## src/hw/rtl/rhbp_pkg.sv

```systemverilog
// ----------------------------------------------------------------------------
// RGB to HSV byte pack: shared package
// Types, widths and default depths used by the converter's modules.
// ----------------------------------------------------------------------------
package rhbp_pkg;

    // Default queue depths. The result queue must cover the divider pipeline
    // plus a little slack so that a steady stream never waits on credits.
    localparam int MID_DEPTH_DEF = 4;
    localparam int OUT_DEPTH_DEF = 16;

    // Quotient bits produced by the divider, one per pipeline step.
    localparam int QUO_W = 9;

    // Hue numerator is hue_degrees * delta * 32, below 360 * 255 * 32.
    localparam int HUE_NUM_W = 22;
    // Hue denominator is 45 * delta.
    localparam int HUE_DEN_W = 14;
    // Saturation numerator is delta * 256.
    localparam int SAT_NUM_W = 16;

    // One classified pixel, as handed from the front end to the divider.
    typedef struct packed {
        logic [HUE_NUM_W-1:0] hue_num;
        logic [HUE_DEN_W-1:0] hue_den;
        logic [SAT_NUM_W-1:0] sat_num;
        logic [7:0]           sat_den;
        logic                 grey;
        logic                 black;
        logic [7:0]           bright;
    } cls_t;

    // One step of the divider pipeline.
    typedef struct packed {
        logic [HUE_NUM_W-1:0] rem_h;
        logic [HUE_DEN_W-1:0] den_h;
        logic [QUO_W-1:0]     quo_h;
        logic [SAT_NUM_W-1:0] rem_s;
        logic [7:0]           den_s;
        logic [QUO_W-1:0]     quo_s;
        logic                 grey;
        logic                 black;
        logic [7:0]           bright;
    } div_t;

    // One finished result item.
    typedef struct packed {
        logic [7:0] bright;
        logic [7:0] sat;
        logic [7:0] hue;
    } res_t;

endpackage

```

## src/hw/rtl/rhbp_fifo.sv

```systemverilog
// ----------------------------------------------------------------------------
// RGB to HSV byte pack: small queue
// A register-array queue with full and empty flags and a combinational head.
// ----------------------------------------------------------------------------
module rhbp_fifo #(
    parameter int DEPTH = rhbp_pkg::MID_DEPTH_DEF,
    parameter int WIDTH = 8
) (
    input  logic             clk,
    input  logic             rst_n,
    input  logic             wr_en,
    input  logic [WIDTH-1:0] wr_data,
    output logic             full,
    input  logic             rd_en,
    output logic [WIDTH-1:0] rd_data,
    output logic             empty
);

    localparam int PW = (DEPTH > 1) ? $clog2(DEPTH) : 1;
    localparam int CW = $clog2(DEPTH + 1);

    logic [WIDTH-1:0] mem_reg [DEPTH];
    logic [PW-1:0]    wr_ptr_reg, wr_ptr_next;
    logic [PW-1:0]    rd_ptr_reg, rd_ptr_next;
    logic [CW-1:0]    cnt_reg, cnt_next;

    assign full    = (cnt_reg == CW'(DEPTH));
    assign empty   = (cnt_reg == '0);
    assign rd_data = mem_reg[rd_ptr_reg];

    always_comb
    begin
        wr_ptr_next = wr_ptr_reg;
        rd_ptr_next = rd_ptr_reg;
        cnt_next    = cnt_reg;
        if (wr_en)
        begin
            wr_ptr_next = (wr_ptr_reg == PW'(DEPTH - 1)) ? '0 : wr_ptr_reg + 1'b1;
        end
        if (rd_en)
        begin
            rd_ptr_next = (rd_ptr_reg == PW'(DEPTH - 1)) ? '0 : rd_ptr_reg + 1'b1;
        end
        if (wr_en && !rd_en)
        begin
            cnt_next = cnt_reg + 1'b1;
        end
        else if (rd_en && !wr_en)
        begin
            cnt_next = cnt_reg - 1'b1;
        end
    end

    always_ff @(posedge clk or negedge rst_n)
    begin
        if (!rst_n)
        begin
            wr_ptr_reg <= '0;
            rd_ptr_reg <= '0;
            cnt_reg    <= '0;
        end
        else
        begin
            wr_ptr_reg <= wr_ptr_next;
            rd_ptr_reg <= rd_ptr_next;
            cnt_reg    <= cnt_next;
        end
    end

    always_ff @(posedge clk)
    begin
        if (wr_en)
        begin
            mem_reg[wr_ptr_reg] <= wr_data;
        end
    end

endmodule

```

## src/hw/rtl/rhbp_front.sv

```systemverilog
// ----------------------------------------------------------------------------
// RGB to HSV byte pack: front end
// Finds the maximum channel and builds the hue and saturation fractions.
// ----------------------------------------------------------------------------
module rhbp_front (
    input  logic [7:0]     red,
    input  logic [7:0]     green,
    input  logic [7:0]     blue,
    output rhbp_pkg::cls_t cls
);

    logic               red_max;
    logic               green_max;
    logic [7:0]         mx;
    logic [7:0]         mn;
    logic [7:0]         delta;
    logic signed [8:0]  diff;
    logic signed [17:0] base;
    logic [16:0]        offs;
    logic [16:0]        wrap;
    logic signed [17:0] num;
    logic signed [17:0] num_w;

    // Red wins ties over green, and green over blue.
    assign red_max   = (red >= green) && (red >= blue);
    assign green_max = !red_max && (green >= blue);

    always_comb
    begin
        if (red_max)
        begin
            mx   = red;
            diff = $signed({1'b0, green}) - $signed({1'b0, blue});
            offs = '0;
        end
        else if (green_max)
        begin
            mx   = green;
            diff = $signed({1'b0, blue}) - $signed({1'b0, red});
            offs = 17'(delta) * 17'd120;
        end
        else
        begin
            mx   = blue;
            diff = $signed({1'b0, red}) - $signed({1'b0, green});
            offs = 17'(delta) * 17'd240;
        end
    end

    always_comb
    begin
        mn = red;
        if (green < mn)
        begin
            mn = green;
        end
        if (blue < mn)
        begin
            mn = blue;
        end
    end

    assign delta = mx - mn;
    assign base  = 18'(diff) * 18'sd60;
    assign num   = base + $signed({1'b0, offs});
    assign wrap  = 17'(delta) * 17'd360;
    assign num_w = num[17] ? (num + $signed({1'b0, wrap})) : num;

    // Hue byte is floor(num * 32 / (45 * delta)); saturation is delta * 256 / max.
    always_comb
    begin
        cls.hue_num = {num_w[16:0], 5'b00000};
        cls.hue_den = 14'(delta) * 14'd45;
        cls.sat_num = {delta, 8'h00};
        cls.sat_den = mx;
        cls.grey    = (delta == 8'd0);
        cls.black   = (mx == 8'd0);
        cls.bright  = mx;
    end

endmodule

```

## src/hw/rtl/rhbp_back.sv

```systemverilog
// ----------------------------------------------------------------------------
// RGB to HSV byte pack: back end
// Credit-gated issue into a pipelined restoring divider, one quotient bit
// per stage for hue and saturation side by side.
// ----------------------------------------------------------------------------
module rhbp_back #(
    parameter int OUT_DEPTH = rhbp_pkg::OUT_DEPTH_DEF
) (
    input  logic           clk,
    input  logic           rst_n,
    input  rhbp_pkg::cls_t head,
    input  logic           head_valid,
    output logic           issue,
    input  logic           pop_done,
    output logic           res_valid,
    output rhbp_pkg::res_t res
);

    localparam int QW  = rhbp_pkg::QUO_W;
    localparam int HNW = rhbp_pkg::HUE_NUM_W;
    localparam int SNW = rhbp_pkg::SAT_NUM_W;
    localparam int CW  = $clog2(OUT_DEPTH + 1);

    // Credits count items issued and not yet taken from the result queue,
    // so the result queue can never overflow.
    logic [CW-1:0]  credit_reg, credit_next;
    logic           vld_reg [QW+1];
    rhbp_pkg::div_t stg_reg [QW+1];
    rhbp_pkg::div_t stg_next [QW+1];

    assign issue = head_valid && (credit_reg < CW'(OUT_DEPTH));

    always_comb
    begin
        credit_next = credit_reg;
        if (issue && !pop_done)
        begin
            credit_next = credit_reg + 1'b1;
        end
        else if (pop_done && !issue)
        begin
            credit_next = credit_reg - 1'b1;
        end
    end

    always_comb
    begin
        stg_next[0].rem_h  = head.hue_num;
        stg_next[0].den_h  = head.hue_den;
        stg_next[0].quo_h  = '0;
        stg_next[0].rem_s  = head.sat_num;
        stg_next[0].den_s  = head.sat_den;
        stg_next[0].quo_s  = '0;
        stg_next[0].grey   = head.grey;
        stg_next[0].black  = head.black;
        stg_next[0].bright = head.bright;
    end

    for (genvar j = 0; j < QW; j++)
    begin : g_step
        localparam int SH = QW - 1 - j;
        logic [HNW-1:0] trial_h;
        logic [SNW-1:0] trial_s;

        assign trial_h = HNW'(stg_reg[j].den_h) << SH;
        assign trial_s = SNW'(stg_reg[j].den_s) << SH;

        always_comb
        begin
            stg_next[j+1] = stg_reg[j];
            if (stg_reg[j].rem_h >= trial_h)
            begin
                stg_next[j+1].rem_h     = stg_reg[j].rem_h - trial_h;
                stg_next[j+1].quo_h[SH] = 1'b1;
            end
            if (stg_reg[j].rem_s >= trial_s)
            begin
                stg_next[j+1].rem_s     = stg_reg[j].rem_s - trial_s;
                stg_next[j+1].quo_s[SH] = 1'b1;
            end
        end

        always_ff @(posedge clk or negedge rst_n)
        begin
            if (!rst_n)
            begin
                vld_reg[j+1] <= 1'b0;
            end
            else
            begin
                vld_reg[j+1] <= vld_reg[j];
            end
        end

        always_ff @(posedge clk)
        begin
            stg_reg[j+1] <= stg_next[j+1];
        end
    end

    always_ff @(posedge clk or negedge rst_n)
    begin
        if (!rst_n)
        begin
            credit_reg <= '0;
            vld_reg[0] <= 1'b0;
        end
        else
        begin
            credit_reg <= credit_next;
            vld_reg[0] <= issue;
        end
    end

    always_ff @(posedge clk)
    begin
        stg_reg[0] <= stg_next[0];
    end

    // A grey pixel has no hue and a black one no saturation; a full
    // saturation quotient of 256 clips to 255.
    assign res_valid = vld_reg[QW];

    always_comb
    begin
        res.bright = stg_reg[QW].bright;
        res.hue    = stg_reg[QW].grey ? 8'd0 : stg_reg[QW].quo_h[7:0];
        if (stg_reg[QW].black)
        begin
            res.sat = 8'd0;
        end
        else if (stg_reg[QW].quo_s[QW-1])
        begin
            res.sat = 8'hFF;
        end
        else
        begin
            res.sat = stg_reg[QW].quo_s[7:0];
        end
    end

endmodule

```

## src/hw/rtl/rgb_to_hsv_byte_pack.sv

```systemverilog
// ----------------------------------------------------------------------------
// RGB to HSV byte pack: top level
// Converts one 8-bit RGB pixel into hue, saturation and brightness bytes.
// ----------------------------------------------------------------------------
// An accepted item passes through the middle queue, the divider's input
// register, its nine steps and then the result queue to the result ports.
// Throughput: one item per cycle, sustained while pop keeps up.
// Reset: rst_n clears both queues, the divider's valid bits and the credit
// count at once; full and empty read low and high right after reset.
// ----------------------------------------------------------------------------
//
// The front end finds the largest channel, picks the hue sector (red wins
// ties over green, green over blue) and forms two fractions: hue as
// (hue_degrees * delta * 32) / (45 * delta) and saturation as
// (delta * 256) / max. Each classified item goes into a short middle queue.
//
// The back end takes items from the middle queue into a restoring divider
// that produces one quotient bit per pipeline stage for both fractions at
// once. An item only enters the divider when the result queue is sure to
// have room for it, so the divider never stalls; the credit count covers
// items in flight and items waiting in the result queue. Either side can
// therefore stall on its own without losing or repeating an item.
//
module rgb_to_hsv_byte_pack #(
    parameter int MID_DEPTH = rhbp_pkg::MID_DEPTH_DEF,
    parameter int OUT_DEPTH = rhbp_pkg::OUT_DEPTH_DEF
) (
    input  logic        clk,
    input  logic        rst_n,
    input  logic        push,
    output logic        full,
    input  logic [7:0]  red,
    input  logic [7:0]  green,
    input  logic [7:0]  blue,
    output logic        empty,
    input  logic        pop,
    output logic [7:0]  hue_byte,
    output logic [7:0]  sat_byte,
    output logic [7:0]  bright_byte,
    output logic [23:0] packed_hsb
);

    localparam int CLS_W = $bits(rhbp_pkg::cls_t);
    localparam int RES_W = $bits(rhbp_pkg::res_t);

    rhbp_pkg::cls_t   cls;
    logic [CLS_W-1:0] mid_head_bits;
    rhbp_pkg::cls_t   mid_head;
    logic             mid_empty;
    logic             issue;
    logic             res_valid;
    rhbp_pkg::res_t   res;
    logic [RES_W-1:0] out_head_bits;
    rhbp_pkg::res_t   out_head;
    logic             out_full;
    logic             push_ok;
    logic             pop_ok;

    assign push_ok = push && !full;
    assign pop_ok  = pop && !empty;

    rhbp_front u_front (
        .red   (red),
        .green (green),
        .blue  (blue),
        .cls   (cls)
    );

    rhbp_fifo #(
        .DEPTH (MID_DEPTH),
        .WIDTH (CLS_W)
    ) u_mid_q (
        .clk     (clk),
        .rst_n   (rst_n),
        .wr_en   (push_ok),
        .wr_data (cls),
        .full    (full),
        .rd_en   (issue),
        .rd_data (mid_head_bits),
        .empty   (mid_empty)
    );

    assign mid_head = rhbp_pkg::cls_t'(mid_head_bits);

    rhbp_back #(
        .OUT_DEPTH (OUT_DEPTH)
    ) u_back (
        .clk        (clk),
        .rst_n      (rst_n),
        .head       (mid_head),
        .head_valid (!mid_empty),
        .issue      (issue),
        .pop_done   (pop_ok),
        .res_valid  (res_valid),
        .res        (res)
    );

    // The credit scheme keeps this queue from ever filling past its depth,
    // so its full flag is only there for completeness of the queue itself.
    rhbp_fifo #(
        .DEPTH (OUT_DEPTH),
        .WIDTH (RES_W)
    ) u_out_q (
        .clk     (clk),
        .rst_n   (rst_n),
        .wr_en   (res_valid && !out_full),
        .wr_data (res),
        .full    (out_full),
        .rd_en   (pop_ok),
        .rd_data (out_head_bits),
        .empty   (empty)
    );

    assign out_head    = rhbp_pkg::res_t'(out_head_bits);
    assign hue_byte    = out_head.hue;
    assign sat_byte    = out_head.sat;
    assign bright_byte = out_head.bright;
    assign packed_hsb  = {out_head.bright, out_head.sat, out_head.hue};

endmodule

```

## config.mk

```make
export PLATFORM = sky130hd
export DESIGN_NAME = rgb_to_hsv_byte_pack
export DESIGN_NICKNAME = d
export VERILOG_FILES = /design/src/hw/rtl/rhbp_pkg.sv /design/src/hw/rtl/rhbp_fifo.sv /design/src/hw/rtl/rhbp_front.sv /design/src/hw/rtl/rhbp_back.sv /design/src/hw/rtl/rgb_to_hsv_byte_pack.sv
export SDC_FILE = /design/constraint.sdc
export NUM_CORES = 2
export LEC_CHECK = 0
export BUFFER_PORTS_ARGS = -buffer_cell sky130_fd_sc_hd__buf_4
export CAP_MARGIN = 25
export CELL_PAD_IN_SITES_DETAIL_PLACEMENT = 2
export CELL_PAD_IN_SITES_GLOBAL_PLACEMENT = 2
export CORE_ASPECT_RATIO = 2
export CORE_MARGIN = 3
export CORE_UTILIZATION = 46
export CTS_BUF_LIST = sky130_fd_sc_hd__clkbuf_2 sky130_fd_sc_hd__clkbuf_4 sky130_fd_sc_hd__clkbuf_8
export DETAILED_ROUTE_END_ITERATION = 16
export GPL_ROUTABILITY_DRIVEN = 0
export MAX_ROUTING_LAYER = met4
export PLACE_DENSITY = 0.93
export SLEW_MARGIN = 0
export SYNTH_ARGS = -nofsm -noshare
export SYNTH_HDL_FRONTEND = slang
export SYNTH_SLANG_ARGS = --single-unit
```

## constraint.sdc

```tcl
create_clock -name clk -period 3.92 [get_ports clk]
set_clock_uncertainty 0.2 [all_clocks]
set_input_delay 0.392 -clock clk [delete_from_list [all_inputs] [get_ports clk]]
set_output_delay 0.392 -clock clk [all_outputs]
set_load 0.01 [all_outputs]
```

==> metrics.yaml, run 1 <==
grt:
  grt_overflow: 3
  grt_pass1_vias: 54500
  groute.usage.overall_pct: 53.7
  grt_max_degree: 58
  grt_pass1_wl_um: 431000
synth:
  synthArstFlopShare_pct: 3.02
  synth.most_common_cell: "edfxtp_1"
  yosysTopAreaCell: "edfxtp_1"
  syn-num-nets: 4711
  postSynthAreaPerCell_um2: 12.1
  ys_warn_count: 0
  synthDistinctLibCells: 79
  synth_edf_count: 564
  ys_ff_latch: 1160
  netlist_area_mm2: 0.0517
  ys.flop_type: "edfxtp_1"
  synthTopCellsByCount: "edfxtp_1 (564), dfxtp_1 (561), inv_1 (422)"
  synth_top_area_share_pct: 32.8
  netlist_instances: 4277
  yosysSeqAreaShare_pct: 56.2
  synth_area_leaders: "edfxtp_1 (33%), dfxtp_1 (22%), ha_1 (8.5%), mux4_2 (4.1%), inv_1 (3.1%)"
place:
  placed_area_mm2: 0.0572
  numPortBuffers: 77
  dp_hpwl_um: 146000
clock_network:
  cts_sinks: 1160
  htreeDepth: 4
  cts-root-buf: "clkbuf_8"
  cts_buffers: 162
  clockBufferDepth: 3
floorplanning:
  initial_core_util_pct: 46.5
  die_y_um: 480
  row_count: 173
  boundaryPins: 78
  die_w_um: 243
run_status:
  outcome.stop_stage: "global routing"
  tool.error: "[ERROR GRT-0116] Global routing finished with congestion. Check the congestion regions in the DRC Viewer."
  status: "did not finish"
-- metal layers --
| layer | overflow | GRT usage (%) |
|---|---|---|
| met1 | 0 | 47.4 |
| met2 | 1 | 82.0 |
| met3 | 0 | 20.8 |
| met4 | 2 | 61.2 |
| met5 | - | - |
-- what timing repair did --
| action | CTS |
|---|---|
| hold buffers | 5 |
| cloned | 2 |
| endpoints found under the setup margin | 286 |
| endpoints found under the hold margin | 40 |
| gates resized for setup | 205 |
| buffers inserted | 44 |
| pin swaps | 79 |
-- stage by stage --
stage	instances	util (%)	worst slack, ns	hold WS [ns]
after floorplan	4277	-	-4.86	-0.104
after global placement	6102	51.4	-5.29	0.110
after detailed placement	6102	51.4	-6.50	0.114
after CTS	6452	56.0	-5.22	0.0472
-- cell families after synthesis --
group	after synthesis	share of synthesized area, %
DFF	1160	56.2
adders and majority gates	406	10.6
buffers and inverters	547	4.17
muxes	257	7.48
xor gates and xnor gates	253	4.31
AOI/OAI and AO/OA	816	9.68
and+or+nand+nor	838	7.54
==> run 2, diff against run 1 <==
--- a/config.mk
+++ b/config.mk
@@ -7,16 +7,11 @@
 export LEC_CHECK = 0
 export BUFFER_PORTS_ARGS = -buffer_cell sky130_fd_sc_hd__buf_4
 export CAP_MARGIN = 25
-export CELL_PAD_IN_SITES_DETAIL_PLACEMENT = 2
-export CELL_PAD_IN_SITES_GLOBAL_PLACEMENT = 2
-export CORE_ASPECT_RATIO = 2
 export CORE_MARGIN = 3
-export CORE_UTILIZATION = 46
-export CTS_BUF_LIST = sky130_fd_sc_hd__clkbuf_2 sky130_fd_sc_hd__clkbuf_4 sky130_fd_sc_hd__clkbuf_8
+export CORE_UTILIZATION = 35
 export DETAILED_ROUTE_END_ITERATION = 16
 export GPL_ROUTABILITY_DRIVEN = 0
-export MAX_ROUTING_LAYER = met4
-export PLACE_DENSITY = 0.93
+export PLACE_DENSITY_LB_ADDON = 0.15
 export SLEW_MARGIN = 0
 export SYNTH_ARGS = -nofsm -noshare
 export SYNTH_HDL_FRONTEND = slang
==> metrics.yaml, run 2 <==
cells_and_area:
  layout_common_cells: "edfxtp_1 (564), dfxtp_1 (561), buf_4 (446), inv_1 (403), ha_1 (316)"
  area_growth_pct: 22.4
  layout-drive-gt1-share_pct: 21.6
  largest_reg_flops: 561
  finalNetCount: 5215
  layout_commonest_cell: "edfxtp_1"
  nFillCells: 13500
  stdcell_count: 6805
  multi_input_area_mm2: 0.0218
  utilization_pct: 43.3
  regArea_mm2: 0.0291
floorplanning:
  core_area_mm2: 0.146
  die_area_mm2: 0.152
  boundaryPins: 78
  die_y_um: 390
  row_count: 140
  die_w_um: 390
  initial_core_util_pct: 35.3
detailed_routing:
  dr_wl_met2_um: 58100
  antenna_left: 0
  routed.top_layer: "met4"
  routed_wl_um: 116000
  drt-met1-wl_um: 52000
  vias_per_cell: 4.74
  dr.pass1.iters: 5
  avgRoutedWirePerCell_um: 17.1
  via_count: 32200
  drt-initial-drc-count: 1540
  drc: 0
  wl_met3_um: 3580
synth:
  ys.flop_type: "edfxtp_1"
  netlist_area_mm2: 0.0517
  postSynthAreaPerCell_um2: 12.1
  synth.most_common_cell: "edfxtp_1"
  synth_edf_count: 564
  yosysTopAreaCell: "edfxtp_1"
  syn-num-nets: 4711
  synthDistinctLibCells: 79
  yosysSeqAreaShare_pct: 56.2
  ys_warn_count: 0
  ys_ff_latch: 1160
  synth_area_leaders: "edfxtp_1 (33%), dfxtp_1 (22%), ha_1 (8.5%), mux4_2 (4.1%), inv_1 (3.1%)"
  synthArstFlopShare_pct: 3.02
  netlist_instances: 4277
  synthTopCellsByCount: "edfxtp_1 (564), dfxtp_1 (561), inv_1 (422)"
  synth_top_area_share_pct: 32.8
clock_network:
  clk-insertion-delay-late_ns: 0.73
  clockBufferDepth: 3
  cts_tree: "done"
  cts.clk_slew.worst_paths_ns: 0.06
  htreeDepth: 3
  cts_sinks: 1160
  cts-root-buf: "clkbuf_16"
  cts_buffers: 120
worst_setup_path:
  crit_path_start_kind: "input port"
  critical_path_arrival_ns: 8.66
  worstSetupPathType: "in -> reg"
  r2r_slack_ns: 0.38
  cp_common_cell: "ha_1"
  crit_start: "green[1]"
  worstSetupEndpointType: "flop"
  max_stage_delay_ns: 0.53
  reg2reg_depth: 14
  cp-endpoint: "u_mid_q.mem_reg[2][56]"
  critPathRequiredTime_ns: 4.14
  crit_slowest_cell: "fa_2"
  crit_fanout: 7
  reg2reg_from: "u_back.stg_reg[0][74]"
  worstReg2RegEnd: "u_back.stg_reg[0][175]"
place:
  dp_cells: 6535
  numPortBuffers: 77
  dp_hpwl_um: 83300
sta:
  clock.fmax_mhz: 118
  slew_viol_final: 0
  timing.final.crit_period_ns: 8.44
  finalSetupViolCount: 128
  finalHoldViolCount: 0
  timing.final.crit_share_pct: 215
  slew_headroom_pct: 32.0
  worst_pin_slew_ns: 1.02
  fin_ws_ns: -4.52
  rsz0062_at_grt: "yes"
grt:
  grt_pass1_wl_um: 184000
  groute.usage.overall_pct: 15.3
  antenna_found_initial: 2
  grt_overflow: 0
  grt_max_degree: 46
  grt_pass1_vias: 33200
run_status:
  status: "finished, violations left"
  violations: "negative setup slack"
worst_hold_path:
  hold_class: "reg -> reg"
job:
  max_cap_viol_count: 0
## run 2: metal layers
layer | up-vias | track usage, %
met1 | 15500 | 19.4
li1 | 16200 | -
met2 | 411 | 27.4
met5 | - | 0
met3 | 174 | 2.20
met4 | 0 | 3.76
## run 2: worst min path at each step
stage / startpoint / end / slack [ns] / cells past startpoint
floorplan: rst_n / u_back.credit_reg[0] / -0.10 / 0
global placement: u_back.stg_reg[0][624] / u_back.stg_reg[0][712] / 0.11 / 0
detailed placement: u_back.stg_reg[0][106] / u_back.stg_reg[0][194] / 0.11 / 0
CTS: u_back.stg_reg[0][9] / u_back.stg_reg[0][97] / 0.08 / 0
global route: u_back.stg_reg[0][9] / u_back.stg_reg[0][97] / 0.10 / 0
finish: u_back.stg_reg[0][9] / u_back.stg_reg[0][97] / 0.09 / 0
## run 2: what timing repair did
action                                  4_1_cts  5_1_grt
setup buffers                                24       23
hold buffers                                  5        0
pin swaps                                    53       43
hold endpoints to repair                     38        0
cloned                                        2        0
gates resized for setup                      97       65
endpoints found under the setup margin      128      151
## run 2: cell families after synthesis
| logic type | synth area share, % |
|---|---|
| adder cells (fa/ha/maj) | 10.6 |
| XOR/XNOR | 4.31 |
| AND/OR/NAND/NOR | 7.54 |
| AO/OA/AOI/OAI | 9.68 |
| multiplexers | 7.48 |
| buffers and inverters | 4.17 |
| flip-flops | 56.2 |
## run 2: layout make-up
| cell class | count | area share (%) |
|---|---|---|
| Tap cell | 1917 | 3.79 |
| Clock buffer | 173 | 5.49 |
| Sequential cell | 1160 | 45.9 |
| Antenna cell | 1 | 0.00395 |
| Timing Repair Buffer | 506 | 6.72 |
| Clock inverter | 55 | 1.03 |
| Multi-Input combinational cell | 2570 | 34.5 |
| Inverter | 423 | 2.56 |
## run 2: through the flow
stage	TNS [ns]	setup slack [ns]	cell area, um2	hold WS [ns]
after CTS	-342.56	-4.33	62800	0.0836
final	-369.70	-4.52	63300	0.0911
after floorplan	-408.08	-4.86	52200	-0.104
after detailed placement	-480.33	-5.34	58000	0.112
after global placement	-466.69	-5.20	57800	0.110
after global routing	-407.26	-4.97	63300	0.101
## run 2: critical path: cells and delay by family
kind,cells,cell delay (ns)
xor gates and xnor gates,3,0.48
buffers and inverters,7,0.65
muxes,2,0.58
adders and majority gates,9,3.25
AOI/OAI and AO/OA,13,2.37
and+or+nand+nor,7,0.93
Power of run 2 is left out: the tool's default activity adds up to more than one toggle a clock period on the data nets, which glitch-free logic cannot reach.
